--- config.mk ---
export PLATFORM = sky130hd
export DESIGN_NAME = pba_ctrl
export DESIGN_NICKNAME = d
export VERILOG_FILES = /design/src/rtl/core/pba_pkg.sv /design/src/rtl/core/pba_ctrl.sv
export SDC_FILE = /design/constraint.sdc
export NUM_CORES = 1
export LEC_CHECK = 0
export BUFFER_PORTS_ARGS = -buffer_cell sky130_fd_sc_hd__buf_2
export CAP_MARGIN = 20
export CORE_AREA = 2 2 39 41
export CTS_CLUSTER_SIZE = 8
export DETAILED_ROUTE_END_ITERATION = 8
export DIE_AREA = 0 0 41 43
export PLACE_DENSITY = 0.3
export SETUP_SLACK_MARGIN = 0.3
export SLEW_MARGIN = 20
export SYNTH_ARGS = -nofsm -noshare
export SYNTH_HDL_FRONTEND = slang
export SYNTH_SLANG_ARGS = --single-unit
--- constraint.sdc ---
create_clock -name clk -period 1.66 [get_ports clk]
set_input_delay 0.166 -clock clk [delete_from_list [all_inputs] [get_ports clk]]
set_output_delay 0.166 -clock clk [all_outputs]
set_load 0.01 [all_outputs]
--- src/rtl/core/pba_pkg.sv ---
package pba_pkg;

	localparam int MAX_CHUNKS_DEF = 256;

	localparam int CHUNK_W  = 13;
	localparam int NUM_W    = 9;
	localparam int OFF_W    = 20;
	localparam int STAT_W   = 2;
	localparam int PROD_W   = CHUNK_W + NUM_W;
	localparam int CFG_IX_W = 2;

	localparam logic [CHUNK_W-1:0] CHUNK_SIZE_RST = CHUNK_W'(64);
	localparam logic [NUM_W-1:0]   NUM_CHUNKS_RST = NUM_W'(2);

	localparam logic [PROD_W-1:0] OFFSET_MAX = PROD_W'(20'hFFFFF);

	localparam logic [CFG_IX_W-1:0] CFG_CHUNK_SIZE = 2'd0;
	localparam logic [CFG_IX_W-1:0] CFG_NUM_CHUNKS = 2'd1;

	localparam logic FUNC_ALLOC = 1'b0;
	localparam logic FUNC_FREE  = 1'b1;

	localparam logic [STAT_W-1:0] ST_OK           = 2'd0;
	localparam logic [STAT_W-1:0] ST_EXHAUSTED    = 2'd1;
	localparam logic [STAT_W-1:0] ST_OUT_OF_RANGE = 2'd2;
	localparam logic [STAT_W-1:0] ST_QUEUE_FULL   = 2'd3;

	typedef struct packed {
		logic load;
		logic calc;
		logic commit;
	} pba_cmd_t;

	typedef struct packed {
		logic q_empty;
		logic q_full;
	} pba_stat_t;

endpackage

--- src/rtl/core/pba_ctrl.sv ---
module pba_ctrl (
	input  logic              clk,
	input  logic              arst_n,
	input  logic              in_valid,
	output logic              in_ready,
	output logic              out_valid,
	input  logic              out_ready,
	output pba_pkg::pba_cmd_t cmd
);
	import pba_pkg::*;

	localparam logic [1:0] S_IDLE   = 2'd0;
	localparam logic [1:0] S_CALC   = 2'd1;
	localparam logic [1:0] S_DECIDE = 2'd2;

	logic [1:0] state_q;
	logic       out_valid_q;

	assign in_ready   = (state_q == S_IDLE);
	assign out_valid  = out_valid_q;
	assign cmd.load   = in_valid && in_ready;
	assign cmd.calc   = (state_q == S_CALC);
	assign cmd.commit = (state_q == S_DECIDE) && (!out_valid_q || out_ready);

	always_ff @(posedge clk or negedge arst_n) begin
		if (!arst_n) begin
			state_q     <= S_IDLE;
			out_valid_q <= 1'b0;
		end else begin
			case (state_q)
				S_IDLE: begin
					if (cmd.load) begin
						state_q <= S_CALC;
					end
				end
				S_CALC: begin
					state_q <= S_DECIDE;
				end
				S_DECIDE: begin
					if (cmd.commit) begin
						state_q <= S_IDLE;
					end
				end
				default: begin
					state_q <= S_IDLE;
				end
			endcase
			if (cmd.commit) begin
				out_valid_q <= 1'b1;
			end else if (out_ready) begin
				out_valid_q <= 1'b0;
			end
		end
	end

endmodule

# Word-level counts from Yosys, hierarchy flattened
# Cells that the tools add are included.
[classes]
n_mux = 5
n_eq_ne = 4
n_reduce_logical = 7
[ops]
columns = ["cell", "n"]
rows = [
  ["case mux 2 bit (3 select lines)", 1],
  ["two-way mux 2 bit", 2],
  ["== test 2 x 1 -> 1 bit, second input constant", 1],
  ["== test 2 bit, second input constant", 1],
  ["logical AND 1 bit", 2],
  ["zero test 2 bit", 1],
  ["two-way mux 1 bit", 2],
  ["!= test 2 x 1 -> 1 bit, second input constant", 1],
  ["!= test 2 bit, second input constant", 1],
  ["AND reduction 2 bit", 1],
  ["nonzero test 2 bit", 1],
  ["zero test 1 bit", 1],
  ["logical OR 1 bit", 1],
]
[totals]
out_inout_bits = 5
ff_bits = 3
wordCells = 18
inputBits = 4

# Depth between registers and ports, before layout
[depth]
depth_word = 5
ltp_mapped = 2
mapped_depth_nobuf = 2

# Least setup slack after synthesis
# No wires, ideal clock.
[synth_timing]
kind = "register to output"
start = "reg state_q[1]"
end = "out cmd[2] in the netlist's numbering"
stages_incl_launch_ff = 3
setup_slack_ns = 0.738
path_buffers = 0
t_arrival_ns = 0.756
required_time_ns = 1.494
cell_sequence = "dfrtp_1 > nor2_2 > and2_1"
[synth_lines]
columns = ["element", "line_no", "source"]
rows = [
  ["start, declared", "pba_ctrl.sv:16", "logic [1:0] state_q;"],
  ["start signal, assigned", "pba_ctrl.sv:27", "state_q <= S_IDLE;"],
  ["start signal, assigned", "pba_ctrl.sv:33", "state_q <= S_CALC;"],
  ["start signal, assigned", "pba_ctrl.sv:37", "state_q <= S_DECIDE;"],
  ["end, declared", "pba_ctrl.sv:8", "output pba_pkg::pba_cmd_t cmd"],
]

==> qor.txt <==
Synth Cell Area: 133 um^2
Detailed Route WL: 311 um
FMAX: 832 MHz
NetSw: 0.000118 W
Vert. Die Dim: 43 um
max-cap viol count: 0
Clk pwr share: 0.371
Max clock buf depth: 2
Site Rows: 14
GRT Total Usage: 0.0533
Worst-Margin Slew: 142 ps
Worst Hold Launch: in_valid
Worst Reg-to-Reg Cells: 2
CP Data Required Time: 1490 ps
clock latency on the worst-skew pair: 240 ps
vias: 125
#FFs+latches synth: 3
PwrDens: 1580 nW/um^2
maximum fanout along the worst path: 3
sequential power share: 0.316
total die area: 1760 um^2
clock slew at reported path FFs: 40 ps
Via density: 3.05
largest net degree at the start of global routing: 4
root buffer cell: clkbuf_4
initial core utilization: 0.0958
Synth warnings: 0
worst rel slew slack: 0.905
R2R setup slack: 850 ps
Hold Fails Final Rpt: 0
Distinct cells, synth: 8
leakage: 0.116 nW
HP Class: in -> reg
Cells on Worst Hold Path: 2
CP Class: reg -> out
RSZ-0062 raised after global routing: false
Final Slew Violations: 0
Final GP Congestion: 0.672
first-pass GRT wire length: 469 um
Syn Nets: 16
CTS buffer count: 3
layout cells sized above 1: 0.520
routed wire length per instance: 7.59 um
Net Sw Frac: 0.327
CP arrival: 1040 ps
H-Tree Depth: 1
Gate Count Post-Synth: 12
PortBufs: 8
dpl ws: 709 ps
initial antenna violation count: 0
residual DRC count: 0
CTS Sinks: 3
DR pass1 iterations: 2
reg2reg start: state_q[0]
min cycle time layout: 1200 ps
Core ar.: 1380 um^2
ANT nets after route: 0
Internal Power: 0.000243 W
Avg Cell Area, Syn: 11.1 um^2
sequential cell area fraction in the yosys report: 0.566
nets: 30
Logic pwr share: 0.313
total grt overflow: 0
r2r endpoint: state_q[1]
status: finished clean
ANT cells: 0
vias in the first global route: 123
peak supply drop: 0.339 mV
Worst Hold Endpoint: state_q[0]
final setup vio count: 0
CTS tree: built
Die Span X: 41 um
worst setup margin: 458 ps
crit path from: state_q[0]
Setup Skew: 1.59 ps
IO Pins: 9
Fin Setup TNS: 0 ps
DRT iter0 DRCs: 3
Worst Setup End Kind: output port
Worst setup SP type: flip-flop
DP Wirelength: 214 um
area delta synth->final: 72.6%
Period Utilization, post-route: 0.724
## power groups by stage
stage          combinational [W]  clock [W]  sequential (W)
2_1_floorplan          0.0000626          0        0.000118
3_3_place_gp            0.000114          0        0.000114
3_5_place_dp            0.000114          0        0.000115
4_1_cts                 0.000116   0.000142        0.000115
5_1_grt                 0.000127   0.000149        0.000117
6_report                0.000113   0.000134        0.000114
## through the flow
step                power (W)  area (um^2)   util  cells  hold WS [ps]
finish               0.000362          229  0.165     41           147
global route         0.000393          229  0.165     41           154
CTS                  0.000373          229  0.165     41           142
detailed placement   0.000229          193  0.139     36         -32.3
global placement     0.000228          193  0.139     36         -33.7
floorplan            0.000181          133      -     12          -130
## worst max-delay path: stages, from the launching register on
cell and delay [ps]:
dfrtp_1 390, nand2b_1 180, nor2b_1 100, buf_2 130
## logic make-up (layout without fill, tap and decap cells)
group | after synthesis | count (layout) | synth area share
compound gates | 1 | 1 | 0.0566
simple gates | 8 | 8 | 0.377
flops | 3 | 3 | 0.566
buf+inv | 0 | 13 | 0
## per-layer routing
| metal | GRT usage | part of all wire | up-vias |
|---|---|---|---|
| met1 | 0.0485 | 0.50 | 52 |
| met3 | 0.0785 | 0.18 | 0 |
| li1 | - | - | 63 |
| met5 | 0 | 0 | - |
| met2 | 0.0438 | 0.32 | 10 |
| met4 | 0.0600 | 0 | 0 |
## state kept, by name, summed over array words and instances, names as in the netlist
signal,count
out_valid,1
state_q,2
## repair_timing
| action | 4_1_cts | 5_1_grt |
|---|---|---|
| resized for setup | 0 | 0 |
| buffers inserted | 0 | 0 |
| endpoints found under the setup margin | 0 | 0 |
| hold endpoints to repair | 3 | 0 |
| hold buffers | 1 | 0 |
## cell usage in the layout (no fill, tap or decap)
cell and count:
buf_2 8, clkbuf_4 3, dfrtp_1 3, and2_1 2, nand2b_1 2, nor2_2 1
nor2b_1 1, nor2b_2 1, o21bai_1 1, nand2_1 1, clkbuf_1 1, dlygate4sd3_1 1
## cell usage after synthesis
| cell type | number | area share |
|---|---|---|
| nand2_1 | 1 | 0.028 |
| o21bai_1 | 1 | 0.057 |
| nand2b_1 | 2 | 0.094 |
| nor2b_1 | 1 | 0.047 |
| dfrtp_1 | 3 | 0.57 |
| and2_1 | 2 | 0.094 |
| nor2_2 | 1 | 0.047 |
| nor2b_2 | 1 | 0.066 |
## layout make-up
cell class,instances,area [um^2]
Clock buffer,4,26.3
Fill cell,159,1150
Multi-Input combinational cell,9,57.6
Sequential cell,3,75.1
Tap cell,16,20.0
Timing Repair Buffer,9,50.0
## worst max path at each step
stage,to,slack (ps),cells after the start
global placement,cmd[0],700,3
floorplan,cmd[2],740,2
detailed placement,cmd[0],710,3
global route,cmd[2],400,3
CTS,cmd[2],440,3
finish,cmd[0],460,3
Note: power is estimated with default switching activity, not from simulation.
